`src/hdl/pidis_pkg.sv`:
```
// Package with widths, constants and types of the PID block.
`timescale 1ns / 1ps
`default_nettype none
package pidis_pkg;

   localparam int DATA_W      = 16;
   localparam int ERR_W       = DATA_W + 1;
   localparam int DIFF_W      = ERR_W + 1;
   localparam int SUM_W       = 20;
   localparam int GAIN_W      = 16;
   localparam int GAIN_S_W    = GAIN_W + 1;
   localparam int PROD_P_W    = GAIN_S_W + ERR_W;
   localparam int PROD_I_W    = GAIN_S_W + SUM_W;
   localparam int PROD_D_W    = GAIN_S_W + DIFF_W;
   localparam int ACC_W       = PROD_I_W + 1;
   localparam int CSR_INDEX_W = 3;
   localparam int CSR_DATA_W  = 16;

   localparam int unsigned DEFAULT_GAIN_FRAC_BITS = 8;
   localparam int unsigned DEFAULT_SUM_LIMIT      = 300000;

   localparam logic [DATA_W-1:0] DRIVE_UPPER_RESET = 16'sd1000;
   localparam logic [DATA_W-1:0] DRIVE_LOWER_RESET = -16'sd1000;

   typedef enum logic [CSR_INDEX_W-1:0] {
      REG_GAIN_P      = 3'd0,
      REG_GAIN_I      = 3'd1,
      REG_GAIN_D      = 3'd2,
      REG_SEP_LIMIT   = 3'd3,
      REG_DRIVE_UPPER = 3'd4,
      REG_DRIVE_LOWER = 3'd5
   } csr_index_type;

   typedef struct packed {
      logic [GAIN_W-1:0] gain_p;
      logic [GAIN_W-1:0] gain_i;
      logic [GAIN_W-1:0] gain_d;
      logic [GAIN_W-1:0] separation_limit;
      logic [DATA_W-1:0] drive_upper;
      logic [DATA_W-1:0] drive_lower;
   } cfg_type;

   typedef struct packed {
      logic [PROD_P_W-1:0] prod_p;
      logic [PROD_I_W-1:0] prod_i;
      logic [PROD_D_W-1:0] prod_d;
   } terms_type;

endpackage
`default_nettype wire

```
`src/hdl/pidis_regs.sv`:
```
// Configuration registers of the PID block.
`timescale 1ns / 1ps
`default_nettype none
module pidis_regs (
   input  wire logic                               clock,
   input  wire logic                               reset,
   input  wire logic                               csr_write,
   input  wire logic [pidis_pkg::CSR_INDEX_W-1:0]  csr_index,
   input  wire logic [pidis_pkg::CSR_DATA_W-1:0]   csr_data,
   output pidis_pkg::cfg_type                      cfg
);
   import pidis_pkg::*;

   cfg_type cfg_ff;
   cfg_type cfg_in;

   always_comb begin
      cfg_in = cfg_ff;
      if (csr_write) begin
         case (csr_index)
            REG_GAIN_P:      cfg_in.gain_p           = csr_data;
            REG_GAIN_I:      cfg_in.gain_i           = csr_data;
            REG_GAIN_D:      cfg_in.gain_d           = csr_data;
            REG_SEP_LIMIT:   cfg_in.separation_limit = csr_data;
            REG_DRIVE_UPPER: cfg_in.drive_upper      = csr_data;
            REG_DRIVE_LOWER: cfg_in.drive_lower      = csr_data;
            default:         cfg_in = cfg_ff;
         endcase
      end
   end

   always_ff @(posedge clock) begin
      if (reset) begin
         cfg_ff.gain_p           <= '0;
         cfg_ff.gain_i           <= '0;
         cfg_ff.gain_d           <= '0;
         cfg_ff.separation_limit <= '0;
         cfg_ff.drive_upper      <= DRIVE_UPPER_RESET;
         cfg_ff.drive_lower      <= DRIVE_LOWER_RESET;
      end else begin
         cfg_ff <= cfg_in;
      end
   end

   assign cfg = cfg_ff;

endmodule
`default_nettype wire

```
`src/hdl/pidis_terms.sv`:
```
// Input register, error and integral state, and the three gain products.
`timescale 1ns / 1ps
`default_nettype none
module pidis_terms #(
   parameter int unsigned SUM_LIMIT = pidis_pkg::DEFAULT_SUM_LIMIT
) (
   input  wire logic                          clock,
   input  wire logic                          reset,
   input  wire pidis_pkg::cfg_type            cfg,
   input  wire logic                          req_valid,
   output logic                               req_stall,
   input  wire logic [pidis_pkg::DATA_W-1:0]  req_setpoint,
   input  wire logic [pidis_pkg::DATA_W-1:0]  req_measured,
   input  wire logic                          terms_ready,
   output logic                               terms_valid,
   output pidis_pkg::terms_type               terms
);
   import pidis_pkg::*;

   localparam logic signed [SUM_W:0] SumMax = (SUM_W + 1)'(SUM_LIMIT);
   localparam logic signed [SUM_W:0] SumMin = -SumMax;

   logic                      in_valid_ff;
   logic                      in_valid_in;
   logic [DATA_W-1:0]         setpoint_ff;
   logic [DATA_W-1:0]         measured_ff;
   logic signed [ERR_W-1:0]   last_error_ff;
   logic signed [ERR_W-1:0]   last_error_in;
   logic signed [SUM_W-1:0]   error_sum_ff;
   logic signed [SUM_W-1:0]   error_sum_in;
   logic                      terms_valid_ff;
   logic                      terms_valid_in;
   terms_type                 terms_ff;
   terms_type                 terms_in;

   logic                      req_accept;
   logic                      in_advance;
   logic signed [ERR_W-1:0]   err;
   logic [ERR_W-1:0]          err_mag;
   logic                      integrate;
   logic signed [SUM_W:0]     sum_wide;
   logic signed [SUM_W:0]     sum_pick;
   logic signed [DIFF_W-1:0]  err_diff;
   logic signed [GAIN_S_W-1:0] gain_p_s;
   logic signed [GAIN_S_W-1:0] gain_i_s;
   logic signed [GAIN_S_W-1:0] gain_d_s;

   assign in_advance     = in_valid_ff && (!terms_valid_ff || terms_ready);
   assign req_stall      = in_valid_ff && !in_advance;
   assign req_accept     = req_valid && !req_stall;
   assign in_valid_in    = req_accept ? 1'b1 : (in_advance ? 1'b0 : in_valid_ff);
   assign terms_valid_in = in_advance ? 1'b1 : (terms_ready ? 1'b0 : terms_valid_ff);

   always_comb begin
      err      = ERR_W'($signed(setpoint_ff)) - ERR_W'($signed(measured_ff));
      err_mag  = err[ERR_W-1] ? ERR_W'(-err) : ERR_W'(err);
      integrate = (cfg.gain_i != '0) &&
                  ((cfg.separation_limit == '0) ||
                   (err_mag < {1'b0, cfg.separation_limit}));
      sum_wide = (SUM_W + 1)'(error_sum_ff) + (SUM_W + 1)'(err);
      sum_pick = integrate ? sum_wide : '0;
      if (sum_pick > SumMax) begin
         sum_pick = SumMax;
      end
      if (sum_pick < SumMin) begin
         sum_pick = SumMin;
      end
      error_sum_in  = SUM_W'(sum_pick);
      last_error_in = err;
      err_diff      = DIFF_W'(err) - DIFF_W'(last_error_ff);

      gain_p_s = $signed({1'b0, cfg.gain_p});
      gain_i_s = $signed({1'b0, cfg.gain_i});
      gain_d_s = $signed({1'b0, cfg.gain_d});

      terms_in.prod_p = PROD_P_W'(gain_p_s) * PROD_P_W'(err);
      terms_in.prod_i = PROD_I_W'(gain_i_s) * PROD_I_W'(error_sum_in);
      terms_in.prod_d = PROD_D_W'(gain_d_s) * PROD_D_W'(err_diff);
   end

   always_ff @(posedge clock) begin
      if (reset) begin
         in_valid_ff    <= 1'b0;
         terms_valid_ff <= 1'b0;
         last_error_ff  <= '0;
         error_sum_ff   <= '0;
      end else begin
         in_valid_ff    <= in_valid_in;
         terms_valid_ff <= terms_valid_in;
         if (in_advance) begin
            last_error_ff <= last_error_in;
            error_sum_ff  <= error_sum_in;
         end
      end
   end

   always_ff @(posedge clock) begin
      if (req_accept) begin
         setpoint_ff <= req_setpoint;
         measured_ff <= req_measured;
      end
      if (in_advance) begin
         terms_ff <= terms_in;
      end
   end

   assign terms_valid = terms_valid_ff;
   assign terms       = terms_ff;

endmodule
`default_nettype wire

```
`src/hdl/pidis_drive.sv`:
```
// Sum of the gain products, fraction shift, saturation and result register.
`timescale 1ns / 1ps
`default_nettype none
module pidis_drive #(
   parameter int unsigned GAIN_FRAC_BITS = pidis_pkg::DEFAULT_GAIN_FRAC_BITS
) (
   input  wire logic                          clock,
   input  wire logic                          reset,
   input  wire pidis_pkg::cfg_type            cfg,
   input  wire logic                          terms_valid,
   input  wire pidis_pkg::terms_type          terms,
   output logic                               terms_ready,
   output logic                               rsp_valid,
   input  wire logic                          rsp_stall,
   output logic [pidis_pkg::DATA_W-1:0]       rsp_drive
);
   import pidis_pkg::*;

   logic                     rsp_valid_ff;
   logic                     rsp_valid_in;
   logic [DATA_W-1:0]        drive_ff;
   logic [DATA_W-1:0]        drive_in;
   logic                     load;
   logic signed [ACC_W-1:0]  acc;
   logic signed [ACC_W-1:0]  scaled;
   logic signed [ACC_W-1:0]  upper_w;
   logic signed [ACC_W-1:0]  lower_w;
   logic signed [ACC_W-1:0]  bounded;

   assign terms_ready  = !rsp_valid_ff || !rsp_stall;
   assign load         = terms_valid && terms_ready;
   assign rsp_valid_in = load ? 1'b1 : (rsp_stall ? rsp_valid_ff : 1'b0);

   always_comb begin
      acc = ACC_W'($signed(terms.prod_p)) + ACC_W'($signed(terms.prod_i)) +
            ACC_W'($signed(terms.prod_d));
      scaled  = acc >>> GAIN_FRAC_BITS;
      upper_w = ACC_W'($signed(cfg.drive_upper));
      lower_w = ACC_W'($signed(cfg.drive_lower));
      bounded = scaled;
      if (bounded > upper_w) begin
         bounded = upper_w;
      end
      if (bounded < lower_w) begin
         bounded = lower_w;
      end
      drive_in = bounded[DATA_W-1:0];
   end

   always_ff @(posedge clock) begin
      if (reset) begin
         rsp_valid_ff <= 1'b0;
      end else begin
         rsp_valid_ff <= rsp_valid_in;
      end
   end

   always_ff @(posedge clock) begin
      if (load) begin
         drive_ff <= drive_in;
      end
   end

   assign rsp_valid = rsp_valid_ff;
   assign rsp_drive = drive_ff;

endmodule
`default_nettype wire

```
`src/hdl/pid_integral_separation.sv`:
```
// Integral and last error are updated as a beat leaves the input stage.
// Throughput: one beat per cycle while rsp_stall is low.
// Pipeline: input register, gain product register, then the result register.
// Reset is synchronous and active high: it empties the pipeline, clears the
// integral and last error, zeroes the gains and sets the drive bounds to +/-1000.
`timescale 1ns / 1ps
`default_nettype none
module pid_integral_separation #(
   parameter int unsigned GAIN_FRAC_BITS = pidis_pkg::DEFAULT_GAIN_FRAC_BITS,
   parameter int unsigned SUM_LIMIT      = pidis_pkg::DEFAULT_SUM_LIMIT
) (
   input  wire logic                               clock,
   input  wire logic                               reset,
   input  wire logic                               req_valid,
   output logic                                    req_stall,
   input  wire logic [pidis_pkg::DATA_W-1:0]       req_setpoint,
   input  wire logic [pidis_pkg::DATA_W-1:0]       req_measured,
   output logic                                    rsp_valid,
   input  wire logic                               rsp_stall,
   output logic [pidis_pkg::DATA_W-1:0]            rsp_drive,
   input  wire logic                               csr_write,
   input  wire logic [pidis_pkg::CSR_INDEX_W-1:0]  csr_index,
   input  wire logic [pidis_pkg::CSR_DATA_W-1:0]   csr_data
);
   import pidis_pkg::*;

   cfg_type   cfg;
   terms_type terms;
   logic      terms_valid;
   logic      terms_ready;

   pidis_regs u_regs (
      .clock     (clock),
      .reset     (reset),
      .csr_write (csr_write),
      .csr_index (csr_index),
      .csr_data  (csr_data),
      .cfg       (cfg)
   );

   pidis_terms #(
      .SUM_LIMIT (SUM_LIMIT)
   ) u_terms (
      .clock        (clock),
      .reset        (reset),
      .cfg          (cfg),
      .req_valid    (req_valid),
      .req_stall    (req_stall),
      .req_setpoint (req_setpoint),
      .req_measured (req_measured),
      .terms_ready  (terms_ready),
      .terms_valid  (terms_valid),
      .terms        (terms)
   );

   pidis_drive #(
      .GAIN_FRAC_BITS (GAIN_FRAC_BITS)
   ) u_drive (
      .clock       (clock),
      .reset       (reset),
      .cfg         (cfg),
      .terms_valid (terms_valid),
      .terms       (terms),
      .terms_ready (terms_ready),
      .rsp_valid   (rsp_valid),
      .rsp_stall   (rsp_stall),
      .rsp_drive   (rsp_drive)
   );

endmodule
`default_nettype wire

```
`config.mk`:
```
export PLATFORM = sky130hd
export DESIGN_NAME = pid_integral_separation
export DESIGN_NICKNAME = d
export VERILOG_FILES = /design/src/hdl/pidis_pkg.sv /design/src/hdl/pidis_regs.sv /design/src/hdl/pidis_terms.sv /design/src/hdl/pidis_drive.sv /design/src/hdl/pid_integral_separation.sv
export SDC_FILE = /design/constraint.sdc
export NUM_CORES = 2
export LEC_CHECK = 0
export ABC_AREA = 1
export BUFFER_PORTS_ARGS = -buffer_cell sky130_fd_sc_hd__clkbuf_2
export CAP_MARGIN = 10
export CORE_UTILIZATION = 39
export CTS_CLUSTER_SIZE = 14
export DETAILED_ROUTE_END_ITERATION = 10
export SETUP_SLACK_MARGIN = 0.5
export SYNTH_ARGS = -nofsm -noshare
export SYNTH_HDL_FRONTEND = slang
export SYNTH_SLANG_ARGS = --single-unit
```
`constraint.sdc`:
```
create_clock -name clock -period 14 [get_ports clock]
set_input_delay 2.8 -clock clock [delete_from_list [all_inputs] [get_ports clock]]
set_output_delay 2.8 -clock clock [all_outputs]
set_load 0.005 [all_outputs]
```
## Word-level counts from Yosys, hierarchy flattened

Index checks and enable logic that the tools add are counted.

- Add/subtract/negate cells: 6
- Multipliers: 3
- Div/mod/pow operators: 0
- Order comparisons: 5
- Equal/unequal tests: 6
- Shift-type cells: 0
- Mux-type cells: 12
- Bitwise operators: 0
- Reduce and logical (&&, ||, !) cells: 24

Operators by type and width:

| cell | count |
|---|---|
| 21-bit 2-to-1 mux | 2 |
| 34-bit by 37-bit adder with 38-bit output | 1 |
| 38-bit by 35-bit adder with 38-bit output | 1 |
| 38-bit by 16-bit less-than comparator with 1-bit output | 1 |
| 38-bit 2-to-1 mux | 1 |
| 17-bit by 20-bit multiplier with 37-bit output | 1 |
| 17-bit by 18-bit multiplier with 35-bit output | 1 |
| 17-bit by 17-bit multiplier with 34-bit output | 1 |
| 30-bit by 16-bit > comparator with 1-bit output | 1 |
| 20-bit by 17-bit adder with 21-bit output | 1 |
| 21-bit by 20-bit > comparator with 1-bit output (second input constant) | 1 |
| 21-bit by 20-bit less-than comparator with 1-bit output (second input constant) | 1 |
| 20-bit 2-to-1 mux | 1 |
| 17-bit by 17-bit subtractor with 18-bit output | 1 |
| 17-bit by 16-bit less-than comparator with 1-bit output | 1 |
| 17-bit 2-to-1 mux | 1 |
| 17-bit negator | 1 |
| 16-bit by 16-bit subtractor with 17-bit output | 1 |
| 16-bit zero test | 1 |
| 16-bit 2-to-1 mux | 1 |
| 16-bit nonzero test | 1 |
| 2-bit AND reduction | 6 |
| 3-bit by 2-bit equality test with 1-bit output (second input constant) | 2 |
| 3-bit equality test (second input constant) | 2 |
| other kinds (8) | 24 |

- Flip-flop bits (word level): 290
- Bits in latches: 0
- RAM bits: 0
- Memory bits (read-only): 0
- Output and inout bits: 18
- Memories: 0

## Depth between registers and ports, before layout

- Word-level depth: 12
- Depth in mapped cells: 81
- Gate-level depth less buffers: 79

## By module

A second synthesis with hierarchy kept.

- Cells, all modules: 6079
- Area, all modules: 49900.4 µm²

Modules (own cells, without submodules):

| module | instances | cells each | area each (µm²) |
|---|---|---|---|
| pidis_terms | 1 | 4755 | 40644.0 |
| pidis_drive | 1 | 787 | 5474.0 |
| pidis_regs | 1 | 537 | 3782.4 |

## Worst setup path before layout

No wires, ideal clock.

- Kind: reg2reg
- From: reg u_terms.measured_ff[0]
- To: reg u_terms.terms_ff (netlist bit u_terms.terms[69]), data pin
- Data arrival time: 10076 ps
- Setup slack: 3660 ps
- Stages on the path, launching flop included: 68
- Buffers on the path: 5
- Cells stage by stage: edfxtp_1 ha_1 inv_1 fa_1 clkbuf_1 inv_1 ha_1 inv_1 a21oi_1 nand3_1 nor2_1 nand2_1 nor2_1 nand2_1 nor2_2 nor2_1 xor2_1 ha_1 [32 not listed] fa_1 inv_1 ha_1 a21oi_1 inv_1 a21oi_1 inv_1 nand2_1 nand2_1 inv_1 nor3_1 nor2_1 o21ai_0 a21oi_1 o21ai_0 nand3_1 o211ai_1 xor2_1

RTL lines:

| element | line | RTL |
|---|---|---|
| from (decl) | pidis_terms.sv:26 | `logic [DATA_W-1:0] measured_ff;` |
| from (signal assigned) | pidis_terms.sv:100 | `measured_ff <= req_measured;` |
| to (signal assigned) | pidis_terms.sv:103 | `terms_ff <= terms_in;` |
| to (decl) | pidis_terms.sv:33 | `terms_type terms_ff;` |

==> flow_metrics.env <==
export IMPL_detail_route_wl_per_cell_um=19.2
export IMPL_p_leak_nw=26.1
export IMPL_crit_path_end="u_terms.terms[69]"
export IMPL_grt_pass1_vias=39288
export IMPL_wl_um=143000
export IMPL_rows=129
export IMPL_end_kind="flip-flop"
export IMPL_drtPass1Iterations=11
export IMPL_crit_family="adder cells"
export IMPL_die_y_um=355
export IMPL_port_buffers=73
export IMPL_grt_start_max_net_pins=101
export IMPL_cellPowerDensity_mw_per_mm2=167
export IMPL_worstSetupPathType="reg2reg"
export IMPL_num_vias=37595
export IMPL_drc=4
export IMPL_die_area_mm2=0.126
export IMPL_synth_warnings=0
export IMPL_reg2regPathDepth=68
export IMPL_cp_max_fo=32
export IMPL_outcome="complete, but fails checks"
export IMPL_drtIter0Drc=2832
export IMPL_max_freq_mhz=81.3
export IMPL_ys_flop_type="edfxtp_1"
export IMPL_synth_edf_count=154
export IMPL_crit_buf_inv=12
export IMPL_die_w_um=355
export IMPL_clk_latency_ns=0.64
export IMPL_final_util_pct=42.1
export IMPL_ys_ff_latch=290
export IMPL_cts_tree="done"
export IMPL_grt_usage_pct=23.4
export IMPL_syn_nets=7151
export IMPL_peakVddDrop_uv=239
export IMPL_layout_common_cells="inv_1 (1381), nand2_1 (984), fa_1 (862)"
export IMPL_core_region_area_mm2=0.124
export IMPL_crit_path_start="u_terms.setpoint_ff[0]"
export IMPL_rsz0062_at_grt="false"
export IMPL_final_common_cell="inv_1"
export IMPL_setup_violations=0
export IMPL_initial_core_util_pct=39.3
export IMPL_period_needed_ns=12.30
export IMPL_finalNonFillerCells=7427
export IMPL_syn_avg_cell_area_um2=8.44
export IMPL_power_total_mw=8.70
export IMPL_critPathSlowestCell="fa_1"
export IMPL_startpoint_type="flip-flop"
export IMPL_path_depth=68
export IMPL_period_share_pct=87.8
export IMPL_reg2reg_to="u_terms.terms[69]"
export IMPL_layout_drive_gt1_share_pct=4.34
export IMPL_crit_required_ns=14.37
export IMPL_hold_ws_ns=0.478
export IMPL_grt_pass1_wl_um=225000
export IMPL_gp_congestion=0.951
export IMPL_finalHoldViolCount=0
export IMPL_syn_area_mm2=0.0486
export IMPL_ant_nets=0
export IMPL_ios=74
export IMPL_dp_hpwl_um=116000
export IMPL_syn_inst=5759
export IMPL_cts_root_buf="clkbuf_16"
export IMPL_r2r_start="u_terms.setpoint_ff[0]"
export IMPL_cts_hold_buf=0
export IMPL_async_flop_share_pct=0
export IMPL_via_per_inst=5.06
export IMPL_tightest_slew_ns=1.18
export IMPL_reg2reg_slack_ns=1.70
export IMPL_maxCapViolations=0
export IMPL_antenna_found_initial=3
export IMPL_fin_nets=7149
export IMPL_gr_total_overflow=0
export IMPL_clk_pin_slew_ns=0.07
export IMPL_hold_path_class="reg2reg"
export IMPL_slowest_delay_ns=0.56
export IMPL_report_final_slew_viol_count=0
export IMPL_finClkSkew_ns=0.0527
export IMPL_clock_sinks=290
export IMPL_critical_path_arrival_ns=12.67
export IMPL_violations="design-rule violations"
export IMPL_slew_headroom_pct=21.2
export IMPL_placed_cells=7346
export IMPL_ys_seq_area_share_pct=15.1
export IMPL_synthDistinctLibCells=51
export IMPL_fillCellCount=12428
export IMPL_crit_top_cell="nand2_1"
export IMPL_cts_buffer_depth=3
export IMPL_tns_ns=0
export IMPL_cts_htree_levels=2
export IMPL_numCtsBuffers=40
export IMPL_area_growth_pct=7.03
Yosys cell counts, types with 5 or more instances:
| master | number | share of area [%] |
|---|---|---|
| nor4_1 | 12 | 0.15 |
| nor2_1 | 474 | 3.7 |
| inv_2 | 10 | 0.077 |
| o31ai_1 | 5 | 0.077 |
| inv_1 | 1385 | 11 |
| nand4_1 | 39 | 0.50 |
| nand2_2 | 9 | 0.12 |
| nor3_1 | 24 | 0.25 |
| nand3b_1 | 9 | 0.14 |
| dfxtp_1 | 136 | 5.6 |
| o211ai_1 | 24 | 0.37 |
| buf_1 | 11 | 0.085 |
| nor2_2 | 12 | 0.15 |
| buf_4 | 7 | 0.11 |
| nand2_4 | 10 | 0.23 |
| edfxtp_1 | 154 | 9.5 |
| a31oi_1 | 13 | 0.17 |
| buf_2 | 6 | 0.062 |
| fa_1 | 862 | 36 |
| o21a_1 | 8 | 0.12 |
| a21boi_0 | 5 | 0.077 |
| xor2_1 | 111 | 2.0 |
| xnor2_1 | 61 | 1.1 |
| o21ai_0 | 210 | 2.2 |
| a21oi_1 | 330 | 3.4 |
| or2_2 | 16 | 0.21 |
| a211oi_1 | 9 | 0.14 |
| nand3_1 | 148 | 1.5 |
| clkbuf_1 | 129 | 1.0 |
| ha_1 | 474 | 12 |
| a21o_1 | 6 | 0.093 |
| o21bai_1 | 9 | 0.14 |
| nand2_1 | 989 | 7.6 |
| clkinv_1 | 26 | 0.20 |
flip-flops by register name (all words and copies together), names as in the netlist:
register	flops
u_terms.terms	106
u_regs.cfg	96
u_terms.error_sum_ff	20
u_terms.last_error_ff	17
u_drive.rsp_drive	16
u_terms.measured_ff	16
u_terms.setpoint_ff	16
u_drive.rsp_valid	1
u_terms.in_valid_ff	1
u_terms.terms_valid	1
what timing repair did:
action | in CTS | in global routing
hold endpoints to repair | 0 | 0
gates resized for setup | 0 | 11
setup buffers | 0 | 6
endpoints found under the setup margin | 0 | 11
tightest hold or removal path, cell delays in order, from the launching register on:
cell and delay, ns:
dfxtp_1 0.31, inv_1 0.07, a21oi_1 0.06
stage by stage:
| stage | worst slack [ns] | cell area [um^2] |
|---|---|---|
| 2_1_floorplan | 3.66 | 48600 |
| 3_3_place_gp | 1.53 | 50600 |
| 3_5_place_dp | 1.21 | 50600 |
| 4_1_cts | 1.26 | 51900 |
| 5_1_grt | 0.588 | 52000 |
| 6_report | 1.70 | 52000 |
layout make-up:
class                      count  area [um^2]  share of cell area [%]
multi-input combinational   3891        35300                    67.8
timing repair buffer         113          669                    1.29
inverter                    1421         5350                    10.3
clock inverter                25          241                   0.464
tap                         1637         2050                    3.94
antenna                        1         2.50                 0.00481
clock buffer                  49         1060                    2.05
sequential                   290         7350                    14.1
report_power, final:
part / leakage, nW / switching, mW / internal [mW]
registers: 2.59 / 0.0981 / 1.18
clock network: 0.623 / 0.470 / 0.575
logic: 22.8 / 4.29 / 2.10
total: 26.1 / 4.85 / 3.85
kinds of logic (layout without fill, tap and decap cells):
logic type / count (synthesis) / after routing / synth area share, %
other: 0 / 1 / 0
flip-flops: 290 / 290 / 15.1
adder cells (fa/ha/maj): 1336 / 1336 / 47.7
buffers and inverters: 1578 / 1608 / 12.3
AND/OR/NAND/NOR: 1747 / 1747 / 14.7
XOR/XNOR: 172 / 172 / 3.10
AO/OA/AOI/OAI: 636 / 636 / 7.03
layer usage:
layer	wire length, um	part of all wire (%)	track usage [%]	vias up
li1	-	-	-	17462
met1	58800	41	29.9	18665
met2	67400	47	39.3	1190
met3	8930	6.3	2.87	278
met4	7490	5.3	10.8	0
met5	0	0	0	-
worst min-delay path by stage:
stage	slack (ns)	to	startpoint	depth (start not counted)
floorplan	0.43	u_regs.cfg[32]	u_regs.cfg[32]	2
global placement	0.46	u_regs.cfg[0]	u_regs.cfg[0]	2
detailed placement	0.47	u_regs.cfg[0]	u_regs.cfg[0]	2
CTS	0.48	u_regs.cfg[0]	u_regs.cfg[0]	2
global route	0.50	u_regs.cfg[18]	u_regs.cfg[18]	2
finish	0.48	u_regs.cfg[0]	u_regs.cfg[0]	2
Power figures use the tool's default switching activity.
